## src/dvc_pkg.sv

```systemverilog
// Package for the distance/velocity controller: word types, register
// indexes, step counts and the control struct for the serial units.
// No dependencies.
package dvc_pkg;

   localparam int CSR_INDEX_W = 3;
   localparam int CSR_DATA_W  = 16;
   localparam int MUL_STEPS   = 16;
   localparam int ROOT_STEPS  = 17;
   localparam int CNT_W       = 5;

   localparam logic [CSR_INDEX_W-1:0] CSR_TARGET_X   = 3'd0;
   localparam logic [CSR_INDEX_W-1:0] CSR_TARGET_Y   = 3'd1;
   localparam logic [CSR_INDEX_W-1:0] CSR_GAIN_P     = 3'd2;
   localparam logic [CSR_INDEX_W-1:0] CSR_GAIN_DAMP  = 3'd3;
   localparam logic [CSR_INDEX_W-1:0] CSR_MAX_SPEED  = 3'd4;
   localparam logic [CSR_INDEX_W-1:0] CSR_ARRIVE_THR = 3'd5;

   typedef struct packed {
      logic signed [15:0] cur_x;
      logic signed [15:0] cur_y;
   } dvc_req_type;

   typedef struct packed {
      logic signed [15:0] speed_cmd;
      logic        [16:0] distance;
      logic               arrived;
   } dvc_rsp_type;

   typedef struct packed {
      logic load;
      logic step;
   } dvc_seq_ctl_type;

endpackage

```

## src/distance_velocity_controller_core.sv

```systemverilog
// Distance/velocity controller, top level.
// Depends on dvc_pkg, dvc_smul and dvc_sqrt.
//
// Usage:
//   req_*: position word (cur_x, cur_y), taken when req_valid && !req_stall.
//   rsp_*: result word (speed_cmd, distance, arrived), one per position word,
//          taken when rsp_valid && !rsp_stall.
//   csr_*: register writes, index/data, always ready; write only when idle.
// Sequence: one position word is worked on at a time: serial squaring (ST_SQ),
//   the bit-serial square root (ST_ROOT) and serial gain multiplies (ST_GAIN),
//   with the load states ST_SUM and ST_LOADG between them and ST_FIN last. A new
//   word is taken in the cycle after the result is registered, so a word is not
//   taken until the previous one is through.
// The output register holds a finished word while the receiver stalls; the
//   next position word is then already accepted and processed, and waits in
//   the finish state only if the output register is still occupied.
// Reset (synchronous): registers return to their defaults, the stored
//   velocity clears to zero, no result is pending.
module distance_velocity_controller_core
   import dvc_pkg::*;
(
   input  logic                    clock,
   input  logic                    reset,
   input  logic                    req_valid,
   output logic                    req_stall,
   input  dvc_req_type             req_data,
   output logic                    rsp_valid,
   input  logic                    rsp_stall,
   output dvc_rsp_type             rsp_data,
   input  logic                    csr_valid,
   output logic                    csr_ready,
   input  logic [CSR_INDEX_W-1:0]  csr_index,
   input  logic [CSR_DATA_W-1:0]   csr_wdata
);

   typedef enum logic [6:0] {
      ST_IDLE  = 7'b0000001,
      ST_SQ    = 7'b0000010,
      ST_SUM   = 7'b0000100,
      ST_ROOT  = 7'b0001000,
      ST_LOADG = 7'b0010000,
      ST_GAIN  = 7'b0100000,
      ST_FIN   = 7'b1000000
   } dvc_state_type;

   dvc_state_type      state_ff, state_in;
   logic [CNT_W-1:0]   cnt_ff, cnt_in;

   logic signed [15:0] target_x_ff;
   logic signed [15:0] target_y_ff;
   logic        [15:0] gain_p_ff;
   logic        [15:0] gain_damp_ff;
   logic        [14:0] max_speed_ff;
   logic        [15:0] arrive_thr_ff;
   logic signed [15:0] prev_speed_ff, prev_speed_in;

   logic               arrived_ff, arrived_in;
   logic        [16:0] dist_ff, dist_in;
   logic               rsp_valid_ff, rsp_valid_in;
   dvc_rsp_type        rsp_ff, rsp_in;

   logic signed [16:0] dx, dy;
   logic        [16:0] dx_abs, dy_abs;
   logic        [15:0] ax, ay;
   logic               accept;
   logic               out_free;

   dvc_seq_ctl_type    mul_ctl, root_ctl;
   logic signed [17:0] mcand_x, mcand_y;
   logic        [15:0] mplier_x, mplier_y;
   logic signed [33:0] prod_x, prod_y;
   logic        [33:0] radicand;
   logic        [16:0] root;

   logic signed [34:0] acc;
   logic signed [26:0] vel;
   logic signed [15:0] vel_sat;

   assign csr_ready = 1'b1;

   always_ff @(posedge clock) begin
      if (reset) begin
         target_x_ff   <= '0;
         target_y_ff   <= '0;
         gain_p_ff     <= 16'd256;
         gain_damp_ff  <= '0;
         max_speed_ff  <= 15'd1000;
         arrive_thr_ff <= 16'd50;
      end else if (csr_valid && csr_ready) begin
         case (csr_index)
            CSR_TARGET_X:   target_x_ff   <= csr_wdata;
            CSR_TARGET_Y:   target_y_ff   <= csr_wdata;
            CSR_GAIN_P:     gain_p_ff     <= csr_wdata;
            CSR_GAIN_DAMP:  gain_damp_ff  <= csr_wdata;
            CSR_MAX_SPEED:  max_speed_ff  <= csr_wdata[14:0];
            CSR_ARRIVE_THR: arrive_thr_ff <= csr_wdata;
            default: ;
         endcase
      end
   end

   // axis errors, exact in 17 bits; magnitude fits 16
   always_comb begin
      dx     = {target_x_ff[15], target_x_ff} - {req_data.cur_x[15], req_data.cur_x};
      dy     = {target_y_ff[15], target_y_ff} - {req_data.cur_y[15], req_data.cur_y};
      dx_abs = dx[16] ? -dx : dx;
      dy_abs = dy[16] ? -dy : dy;
      ax     = dx_abs[15:0];
      ay     = dy_abs[15:0];
   end

   assign req_stall = (state_ff != ST_IDLE);
   assign accept    = req_valid && !req_stall;
   assign out_free  = !rsp_valid_ff || !rsp_stall;

   assign radicand = {1'b0, prod_x[32:0]} + {1'b0, prod_y[32:0]};

   // velocity: (gp*dist - gd*prev) >>> 8, clamped
   always_comb begin
      acc = {prod_x[33], prod_x} - {prod_y[33], prod_y};
      vel = acc[34:8];
      if (vel > $signed({12'd0, max_speed_ff})) begin
         vel_sat = {1'b0, max_speed_ff};
      end else if (vel < -27'sd32768) begin
         vel_sat = 16'sh8000;
      end else begin
         vel_sat = vel[15:0];
      end
   end

   always_comb begin
      state_in      = state_ff;
      cnt_in        = cnt_ff;
      mul_ctl       = '0;
      root_ctl      = '0;
      mcand_x       = {2'b00, ax};
      mcand_y       = {2'b00, ay};
      mplier_x      = ax;
      mplier_y      = ay;
      arrived_in    = arrived_ff;
      dist_in       = dist_ff;
      prev_speed_in = prev_speed_ff;
      rsp_valid_in  = rsp_valid_ff && rsp_stall;
      rsp_in        = rsp_ff;
      case (state_ff)
         ST_IDLE: begin
            if (accept) begin
               mul_ctl.load = 1'b1;
               arrived_in   = (ax <= arrive_thr_ff) && (ay <= arrive_thr_ff);
               cnt_in       = '0;
               state_in     = ST_SQ;
            end
         end
         ST_SQ: begin
            mul_ctl.step = 1'b1;
            cnt_in       = cnt_ff + 1'b1;
            if (cnt_ff == CNT_W'(MUL_STEPS - 1)) begin
               state_in = ST_SUM;
            end
         end
         ST_SUM: begin
            root_ctl.load = 1'b1;
            cnt_in        = '0;
            state_in      = ST_ROOT;
         end
         ST_ROOT: begin
            root_ctl.step = 1'b1;
            cnt_in        = cnt_ff + 1'b1;
            if (cnt_ff == CNT_W'(ROOT_STEPS - 1)) begin
               state_in = ST_LOADG;
            end
         end
         ST_LOADG: begin
            mul_ctl.load = 1'b1;
            mcand_x      = {1'b0, root};
            mplier_x     = gain_p_ff;
            mcand_y      = {{2{prev_speed_ff[15]}}, prev_speed_ff};
            mplier_y     = gain_damp_ff;
            dist_in      = root;
            cnt_in       = '0;
            state_in     = ST_GAIN;
         end
         ST_GAIN: begin
            mul_ctl.step = 1'b1;
            cnt_in       = cnt_ff + 1'b1;
            if (cnt_ff == CNT_W'(MUL_STEPS - 1)) begin
               state_in = ST_FIN;
            end
         end
         ST_FIN: begin
            if (out_free) begin
               prev_speed_in    = vel_sat;
               rsp_valid_in     = 1'b1;
               rsp_in.speed_cmd = vel_sat;
               rsp_in.distance  = dist_ff;
               rsp_in.arrived   = arrived_ff;
               state_in         = ST_IDLE;
            end
         end
         default: begin
            state_in = ST_IDLE;
         end
      endcase
   end

   always_ff @(posedge clock) begin
      if (reset) begin
         state_ff      <= ST_IDLE;
         cnt_ff        <= '0;
         prev_speed_ff <= '0;
         rsp_valid_ff  <= 1'b0;
      end else begin
         state_ff      <= state_in;
         cnt_ff        <= cnt_in;
         prev_speed_ff <= prev_speed_in;
         rsp_valid_ff  <= rsp_valid_in;
      end
   end

   always_ff @(posedge clock) begin
      arrived_ff <= arrived_in;
      dist_ff    <= dist_in;
      rsp_ff     <= rsp_in;
   end

   dvc_smul u_mul_x (
      .clock   (clock),
      .ctl     (mul_ctl),
      .mcand   (mcand_x),
      .mplier  (mplier_x),
      .product (prod_x)
   );

   dvc_smul u_mul_y (
      .clock   (clock),
      .ctl     (mul_ctl),
      .mcand   (mcand_y),
      .mplier  (mplier_y),
      .product (prod_y)
   );

   dvc_sqrt u_sqrt (
      .clock    (clock),
      .ctl      (root_ctl),
      .radicand (radicand),
      .root     (root)
   );

   assign rsp_valid = rsp_valid_ff;
   assign rsp_data  = rsp_ff;

   a_accept_starts: assert property (@(posedge clock) disable iff (reset)
      accept |=> state_ff == ST_SQ)
      else $error("accepted word did not start squaring");

   a_cnt_range: assert property (@(posedge clock) disable iff (reset)
      cnt_ff <= CNT_W'(ROOT_STEPS))
      else $error("step counter out of range");

   a_rsp_from_fin: assert property (@(posedge clock) disable iff (reset)
      $rose(rsp_valid_ff) |-> $past(state_ff == ST_FIN))
      else $error("result loaded outside finish state");

   a_fin_holds: assert property (@(posedge clock) disable iff (reset)
      state_ff == ST_FIN && rsp_valid_ff && rsp_stall |=> state_ff == ST_FIN)
      else $error("finished word dropped while output occupied");

   a_stall_busy: assert property (@(posedge clock) disable iff (reset)
      state_ff != ST_IDLE |-> req_stall)
      else $error("input open while busy");

endmodule

```

## src/dvc_smul.sv

```systemverilog
// Radix-2 serial multiplier: 18-bit signed multiplicand, 16-bit unsigned
// multiplier, one multiplier bit per step, 34-bit signed product.
// Depends on dvc_pkg.
module dvc_smul
   import dvc_pkg::*;
(
   input  logic                clock,
   input  dvc_seq_ctl_type     ctl,
   input  logic signed [17:0]  mcand,
   input  logic        [15:0]  mplier,
   output logic signed [33:0]  product
);

   logic signed [17:0] hi_ff, hi_in;
   logic        [15:0] lo_ff, lo_in;
   logic signed [17:0] mcand_ff, mcand_in;
   logic        [18:0] sum;

   always_comb begin
      sum      = {hi_ff[17], hi_ff} + (lo_ff[0] ? {mcand_ff[17], mcand_ff} : 19'd0);
      hi_in    = hi_ff;
      lo_in    = lo_ff;
      mcand_in = mcand_ff;
      if (ctl.load) begin
         hi_in    = '0;
         lo_in    = mplier;
         mcand_in = mcand;
      end else if (ctl.step) begin
         hi_in = sum[18:1];
         lo_in = {sum[0], lo_ff[15:1]};
      end
   end

   always_ff @(posedge clock) begin
      hi_ff    <= hi_in;
      lo_ff    <= lo_in;
      mcand_ff <= mcand_in;
   end

   assign product = {hi_ff, lo_ff};

endmodule

```

## src/dvc_sqrt.sv

```systemverilog
// Restoring integer square root, one root bit per step (17 steps for a
// 34-bit radicand). Depends on dvc_pkg.
module dvc_sqrt
   import dvc_pkg::*;
(
   input  logic             clock,
   input  dvc_seq_ctl_type  ctl,
   input  logic [33:0]      radicand,
   output logic [16:0]      root
);

   logic [33:0] rad_ff, rad_in;
   logic [17:0] rem_ff, rem_in;
   logic [16:0] root_ff, root_in;
   logic [19:0] rem_sh;
   logic [19:0] trial;
   logic [19:0] diff;

   always_comb begin
      rem_sh  = {rem_ff, rad_ff[33:32]};
      trial   = {1'b0, root_ff, 2'b01};
      diff    = rem_sh - trial;
      rad_in  = rad_ff;
      rem_in  = rem_ff;
      root_in = root_ff;
      if (ctl.load) begin
         rad_in  = radicand;
         rem_in  = '0;
         root_in = '0;
      end else if (ctl.step) begin
         rad_in = {rad_ff[31:0], 2'b00};
         if (rem_sh >= trial) begin
            rem_in  = diff[17:0];
            root_in = {root_ff[15:0], 1'b1};
         end else begin
            rem_in  = rem_sh[17:0];
            root_in = {root_ff[15:0], 1'b0};
         end
      end
   end

   always_ff @(posedge clock) begin
      rad_ff  <= rad_in;
      rem_ff  <= rem_in;
      root_ff <= root_in;
   end

   assign root = root_ff;

endmodule

```

## config.mk

```make
export PLATFORM = sky130hd
export DESIGN_NAME = distance_velocity_controller_core
export DESIGN_NICKNAME = d
export VERILOG_FILES = /design/src/dvc_pkg.sv /design/src/distance_velocity_controller_core.sv /design/src/dvc_smul.sv /design/src/dvc_sqrt.sv
export SDC_FILE = /design/constraint.sdc
export NUM_CORES = 1
export LEC_CHECK = 0
export ABC_CLOCK_PERIOD_IN_PS = 9900
export BUFFER_PORTS_ARGS = -buffer_cell sky130_fd_sc_hd__clkbuf_2
export CAP_MARGIN = 40
export CORE_UTILIZATION = 55
export DETAILED_ROUTE_END_ITERATION = 6
export MAX_ROUTING_LAYER = met4
export PLACE_DENSITY = 0.78
export SETUP_SLACK_MARGIN = 0.1
export SYNTH_ARGS = -nofsm -noshare
export SYNTH_HDL_FRONTEND = slang
export SYNTH_SLANG_ARGS = --single-unit
```

## constraint.sdc

```tcl
create_clock -name clock -period 9.9 [get_ports clock]
set_input_delay 1.98 -clock clock [delete_from_list [all_inputs] [get_ports clock]]
set_output_delay 1.98 -clock clock [all_outputs]
set_load 0.05 [all_outputs]
```

==> results of run 1 <==
area by class of cell:
class / instances / area, um2 / share of cell area
Multi-Input combinational cell: 1949 / 12700 / 0.512
Sequential cell: 347 / 8470 / 0.342
Clock buffer: 57 / 1230 / 0.0497
Inverter: 238 / 893 / 0.0361
Tap cell: 525 / 657 / 0.0266
Timing Repair Buffer: 109 / 606 / 0.0245
Clock inverter: 18 / 214 / 0.00865
path summary, 6_finish.rpt:
check	startpoint	endpoint	slack, ns	cells after the start
setup / recovery	u_mul_x.lo_ff[7]$_DFFE_PP_	prev_speed_ff[0]$_SDFFE_PP0P_	3.47	22
hold / removal	dist_ff[12]$_DFFE_PP_	rsp_data[13]$_DFFE_PP_	0.42	0
setup reg to reg	u_mul_x.lo_ff[7]$_DFFE_PP_	prev_speed_ff[0]$_SDFFE_PP0P_	3.47	22
hold reg to reg	dist_ff[12]$_DFFE_PP_	rsp_data[13]$_DFFE_PP_	0.42	0
registers in the layout (all words and copies together) (netlist names), 17 cells and up:
name              count
u_sqrt.rem_ff        18
dist_ff              17
u_mul_x.hi_ff        18
u_mul_y.mcand_ff     17
u_sqrt.rad_ff        34
u_mul_x.mcand_ff     17
u_sqrt.root          17
rsp_data             34
u_mul_y.hi_ff        18
cell families (layout without fill, tap and decap cells):
logic type,Yosys count,count (layout),synth area share
simple gates,860,860,0.175
compound gates,712,712,0.203
flops,347,347,0.377
buf+inv,347,422,0.0603
fa+ha+maj,210,210,0.119
xor+xnor,139,139,0.0549
mux,27,27,0.0121
other cells,1,1,0.000167
cells in the mapped netlist (26+ instances only):
| cell type | count | area share |
|---|---|---|
| nor2_1 | 203 | 0.034 |
| inv_1 | 237 | 0.040 |
| a31oi_1 | 26 | 0.0072 |
| nor3_1 | 30 | 0.0067 |
| a21o_1 | 35 | 0.012 |
| o21ai_0 | 178 | 0.040 |
| and2_1 | 44 | 0.012 |
| xor2_1 | 30 | 0.012 |
| a21oi_1 | 260 | 0.058 |
| xnor2_1 | 107 | 0.042 |
| dfxtp_1 | 195 | 0.17 |
| edfxtp_1 | 152 | 0.20 |
| ha_1 | 205 | 0.11 |
| clkbuf_1 | 83 | 0.014 |
| nand3_1 | 59 | 0.013 |
| nand2_1 | 371 | 0.062 |
metrics by stage:
step	hold slack, ns	power [mW]	utilization	instances	setup slack (ns)
3_5_place_dp	0.409	5.24	0.582	3168	3.21
3_3_place_gp	0.403	5.12	0.581	3165	3.22
5_1_grt	0.427	7.27	0.618	3243	3.33
2_1_floorplan	0.400	4.40	-	2643	3.80
6_report	0.418	6.89	0.618	3243	3.47
4_1_cts	0.421	6.86	0.618	3243	3.54
power by group through the flow:
stage,sequential [mW],combinational [mW],clock (mW)
floorplan,1.83,2.56,0
CTS,1.88,3.36,1.62
global route,1.90,3.70,1.67
detailed placement,1.91,3.33,0
finish,1.89,3.40,1.60
global placement,1.91,3.22,0
worst max-delay path, cell delays in order (launching register included):
cell and delay, ns:
edfxtp_1 0.49, ha_1 0.28, or4_4 0.51, a21oi_2 0.17, a211o_2 0.22, nand2_1 0.16, a211o_1 0.36, a21oi_1 0.32
o21ai_1 0.17, a21o_1 0.24, xor2_1 0.34, ha_1 0.33, a21oi_1 0.17, nor2b_1 0.07, o21ai_0 0.18, nand2_1 0.07
o21ai_0 0.55, o2111ai_1 0.23, nor4b_2 0.29, and3_4 0.25, a31o_4 0.44, a22oi_2 0.18, a211oi_1 0.27
per-layer routing:
| metal | vias to the layer above | GRT usage | share of wire |
|---|---|---|---|
| li1 | 9315 | - | - |
| met3 | 123 | 0.0300 | 0.057 |
| met4 | 0 | 0.0989 | 0.027 |
| met5 | - | - | 0 |
| met1 | 9191 | 0.406 | 0.44 |
| met2 | 635 | 0.524 | 0.48 |
==> out/results.ini, run 1 <==
[clock_network]
clkLatencyLatePin_ns=0.59
htree_levels=2
ctsHoldBuffers=0
cts_buffer_depth=3
post_cts_buffers=0
root_buffer=clkbuf_16
numCtsBuffers=41
post_cts_resize_count=0
cts_tree=done
path_clk_slew_ns=0.06
cts_sinks=347

[worst_hold_path]
hp-class=reg2reg

[layout]
area_delta_synth_final_pct=10.1
antennaDiodeCount=0
nNetsFinal=2952
fin_area_um2=24700
mostFrequentLayoutCells=nand2_1, a21oi_1, inv_1, ha_1, nor2_1
fillCellCount=3492
final_common_cell=nand2_1
drive_above_1_share=0.0916

[pwr]
internal_power_mw=4.02
combinationalPowerShare=0.494
ir_drop_mv=0.199
switching_share=0.416
power.density_nw_per_um2=279
sequentialPowerShare=0.274
p_switching_mw=2.87
p_leak_nw=10.6
clockPowerShare=0.232

[setup_path]
endpoint_kind=flip-flop
critPathArrivalTime_ns=6.90
cp.required_ns=10.37
cp_max_fo=15
crit_type=reg2reg
start_kind=flip-flop

[routing]
first_iter_violations=1614
post_drt_wl_per_cell_um=19.8
ant_nets=0
drc=0
dr.pass1.iters=5
avgViaCountPerCell=5.94
vias=19300
wirelength_um=64200

[yosys]
ys_seq_area_frac=0.377
synthesis.nets=2909
synth_area_per_cell_um2=8.50
synthCells=2643
synth_top_flop_cell=dfxtp_1
yosysUniqueCellTypes=95
syn_area_um2=22500
synth_edf_count=152
async_flop_share=0
yosys_warnings=0
ys_ff_latch=347

[placed_design]
hpwlAfterDp_um=48200
place_area_um2=23300
placement.io_buffers=91
gp_congestion=0.988

[sta]
fin_crit_sh=0.649
fmaxAchievable_ghz=0.156
finalMaxSlewViolations=0
tightestPinTransition_ns=0.920
finalHoldViolCount=0
min_period_ns=6.43
setup_tns_ns=0
setup_viol_count_final=0
max_slew_margin=0.381
rsz0062_at_grt=no
fin_skew_ns=0.0309

[global_route]
antenna_found_initial=0
grt_max_degree=73
overflow=0
grt_usage=0.316
grt_pass1_vias=18300
grt_pass1_wl_um=99500

[floorplanning]
core_region_area_um2=40000
initial_utilization=0.562
die-area_um2=41700
dieHeight_um=204
ios=93
die_x_um=204
rows=73

[flow_run]
maxCapViolations=0

[status]
status=complete, no violations

(Power assumes the default switching activity.)
==> run 2, diff against run 1 <==
--- a/config.mk
+++ b/config.mk
@@ -5,13 +5,13 @@
 export SDC_FILE = /design/constraint.sdc
 export NUM_CORES = 1
 export LEC_CHECK = 0
-export ABC_CLOCK_PERIOD_IN_PS = 9900
+export ABC_CLOCK_PERIOD_IN_PS = 5800
 export BUFFER_PORTS_ARGS = -buffer_cell sky130_fd_sc_hd__clkbuf_2
 export CAP_MARGIN = 40
 export CORE_UTILIZATION = 55
 export DETAILED_ROUTE_END_ITERATION = 6
 export MAX_ROUTING_LAYER = met4
-export PLACE_DENSITY = 0.78
+export PLACE_DENSITY = 0.81
 export SETUP_SLACK_MARGIN = 0.1
 export SYNTH_ARGS = -nofsm -noshare
 export SYNTH_HDL_FRONTEND = slang
==> constraint.sdc (replaced) <==
create_clock -name clock -period 5.8 [get_ports clock]
set_input_delay 1.16 -clock clock [delete_from_list [all_inputs] [get_ports clock]]
set_output_delay 1.16 -clock clock [all_outputs]
set_load 0.05 [all_outputs]
==> run 2 against run 1 <==
  * Die area unchanged
  * Critical path depth increased by 2
  * Routed wire length increased by 2.2%
  * Worst hold slack about the same
  * Clock power increased by 59%
  * Maximum frequency increased by 16%
  * Final area increased by 0.79%
  * Critical path type unchanged
==> out/results.ini, run 2 (synthesized netlist as in run 1, its figures left out) <==
[global_route]
grt_pass1_vias=18700  ; +2.1%
overflow=0  ; unchanged
grt_pass1_wl_um=102000  ; +2.2%
grt_usage=0.324  ; +0.00800
antenna_found_initial=2  ; +2
grt_max_degree=86  ; +18%

[sta]
setup_tns_ns=0  ; unchanged
finalMaxSlewViolations=0  ; unchanged
fin_skew_ns=0.0164  ; -0.0146 ns
tightestPinTransition_ns=0.922  ; +0.00264 ns
fin_crit_sh=0.953  ; +0.304
finalHoldViolCount=0  ; unchanged
rsz0062_at_grt=no
fmaxAchievable_ghz=0.181  ; +16%
max_slew_margin=0.379  ; -0.00177
setup_viol_count_final=0  ; unchanged
min_period_ns=5.53  ; -0.900 ns

[placed_design]
gp_congestion=0.957  ; -3.1%
placement.io_buffers=91  ; unchanged
place_area_um2=23500  ; +0.95%
hpwlAfterDp_um=49200  ; +2.1%

[pwr]
clockPowerShare=0.216  ; -0.016
finalPower_mw=11.8  ; +71%
combinationalPowerShare=0.514  ; +0.020
p_leak_nw=10.7  ; +0.76%
p_switching_mw=4.95  ; +73%
ir_drop_mv=0.369  ; +86%
sequentialPowerShare=0.271  ; -0.003
internal_power_mw=6.83  ; +70%
switching_share=0.420  ; +0.00397
power.density_nw_per_um2=473  ; +70%

[routing]
avgViaCountPerCell=5.96  ; +0.29%
ant_nets=0  ; unchanged
drc=0  ; unchanged
wirelength_um=65600  ; +2.2%
dr.pass1.iters=6  ; +1
first_iter_violations=1372  ; -15%
vias=19500  ; +1.2%
post_drt_wl_per_cell_um=20.0  ; +1.3%

[setup_path]
endpoint_kind=flip-flop
crit_type=reg2reg
r2r_slack_ns=0.27  ; -3.20 ns
r2r-start=u_mul_x.lo_ff[7]$_DFFE_PP_
crit_chain=ha_1, or4_4, a21oi_4, a211o_4, nand2_2, a211o_1, a21oi_2, o21ai_1, a21o_1, a21boi_1, xnor2_1, ha_1, nand4_1, or2_2, nor2_1, nand3_1, o21ai_2, o2111ai_1, nor4b_2, and3_4, buf_12, a31o_2, a22oi_2, a211oi_1
start_kind=flip-flop
crit_slowest_cell=or4_4
cp_max_fo=4  ; -11
cp.required_ns=6.28  ; -4.09 ns
cp_slowest_stage_delay_ns=0.53  ; -0.02 ns
critPathArrivalTime_ns=6.01  ; -0.89 ns
cp_common_cell=ha_1
worstReg2RegEnd=prev_speed_ff[14]$_SDFFE_PP0P_
rr_worst_depth=24  ; +9.1%

[clock_network]
clkLatencyLatePin_ns=0.58  ; about the same
cts_sinks=347  ; unchanged
numCtsBuffers=40  ; -2.4%
cts_buffer_depth=3  ; unchanged
cts_tree=done
path_clk_slew_ns=0.06  ; about the same
htree_levels=2  ; unchanged
root_buffer=clkbuf_16

[layout]
fin_area_um2=24900  ; +0.79%
drive_above_1_share=0.101  ; +0.00926
area_delta_synth_final_pct=10.9
fillCellCount=3431  ; -1.7%
final_common_cell=nand2_1
mostFrequentLayoutCells=nand2_1, a21oi_1, inv_1, ha_1, nor2_1
fin_util=0.623  ; +0.00491
nNetsFinal=2982  ; +1.0%

[floorplanning]
core_region_area_um2=40000  ; unchanged
rows=73  ; unchanged
initial_utilization=0.562  ; unchanged
ios=93  ; unchanged
die-area_um2=41700  ; unchanged
die_x_um=204  ; unchanged
dieHeight_um=204  ; unchanged

[worst_hold_path]
hp-class=reg2reg
hp-start=dist_ff[1]$_DFFE_PP_
min_to=rsp_data[2]$_DFFE_PP_
whs_path_depth=0  ; unchanged

[flow_run]
maxCapViolations=0  ; unchanged

[status]
status=complete, no violations

run 2: worst max path at each step:
stage,startpoint,endpoint,slack [ns],cells past startpoint
after global routing,u_mul_x.lo_ff[7]$_DFFE_PP_,prev_speed_ff[13]$_SDFFE_PP0P_,0.08,24
final,u_mul_x.lo_ff[7]$_DFFE_PP_,prev_speed_ff[14]$_SDFFE_PP0P_,0.27,24
after detailed placement,u_mul_x.lo_ff[6]$_DFFE_PP_,prev_speed_ff[4]$_SDFFE_PP0P_,-0.009,24
after global placement,u_mul_x.lo_ff[7]$_DFFE_PP_,prev_speed_ff[14]$_SDFFE_PP0P_,-0.02,22
after CTS,u_mul_x.lo_ff[7]$_DFFE_PP_,rsp_data[32]$_DFFE_PP_,0.12,24
after floorplan,req_data[16],arrived_ff$_DFFE_PP_,0.52,26
run 2: power groups by stage:
stage / Clock, mW / Combinational, mW / Sequential (mW)
4_1_cts: 2.56 / 5.90 / 3.18
3_3_place_gp: 0 / 5.58 / 3.22
5_1_grt: 2.66 / 6.56 / 3.21
6_report: 2.54 / 6.05 / 3.19
3_5_place_dp: 0 / 5.80 / 3.23
2_1_floorplan: 0 / 4.37 / 3.13
run 2: what timing repair did:
action | CTS | global route
hold buffers | 0 | 0
gates resized for setup | 2 | 10
pin swaps | 0 | 4
setup buffers | 1 | 5
endpoints found under the setup margin | 20 | 30
gates cloned | 1 | 0
run 2: worst max-delay path: cells and delay by family (launching register included):
family | cells | cell delay [ns]
buf+inv | 1 | 0.11
flops | 1 | 0.43
xor+xnor | 1 | 0.12
simple gates | 8 | 1.82
compound gates | 12 | 2.37
fa+ha+maj | 2 | 0.58
run 2: stage by stage:
step | std cells | hold slack, ns | setup slack [ns]
2_1_floorplan | 2643 | 0.400 | 0.521
3_3_place_gp | 3187 | 0.402 | -0.0197
3_5_place_dp | 3192 | 0.405 | -0.00916
4_1_cts | 3266 | 0.419 | 0.119
5_1_grt | 3273 | 0.426 | 0.0761
6_report | 3273 | 0.418 | 0.273
run 2: layout make-up:
| class | count | area, um2 | share of cell area |
|---|---|---|---|
| Antenna cell | 2 | 5.00 | 0.000201 |
| Clock buffer | 54 | 1080 | 0.0435 |
| Clock inverter | 18 | 211 | 0.00848 |
| Inverter | 238 | 893 | 0.0358 |
| Multi-Input combinational cell | 1950 | 12700 | 0.510 |
| Sequential cell | 347 | 8470 | 0.340 |
| Tap cell | 525 | 657 | 0.0264 |
| Timing Repair Buffer | 139 | 887 | 0.0356 |
run 2: per-layer routing:
metal	vias to the layer above	GRT usage	wire length, um
li1	9363	-	-
met1	9257	0.410	27900
met2	725	0.516	30500
met3	154	0.0504	4500
met4	0	0.130	2640
met5	-	-	0
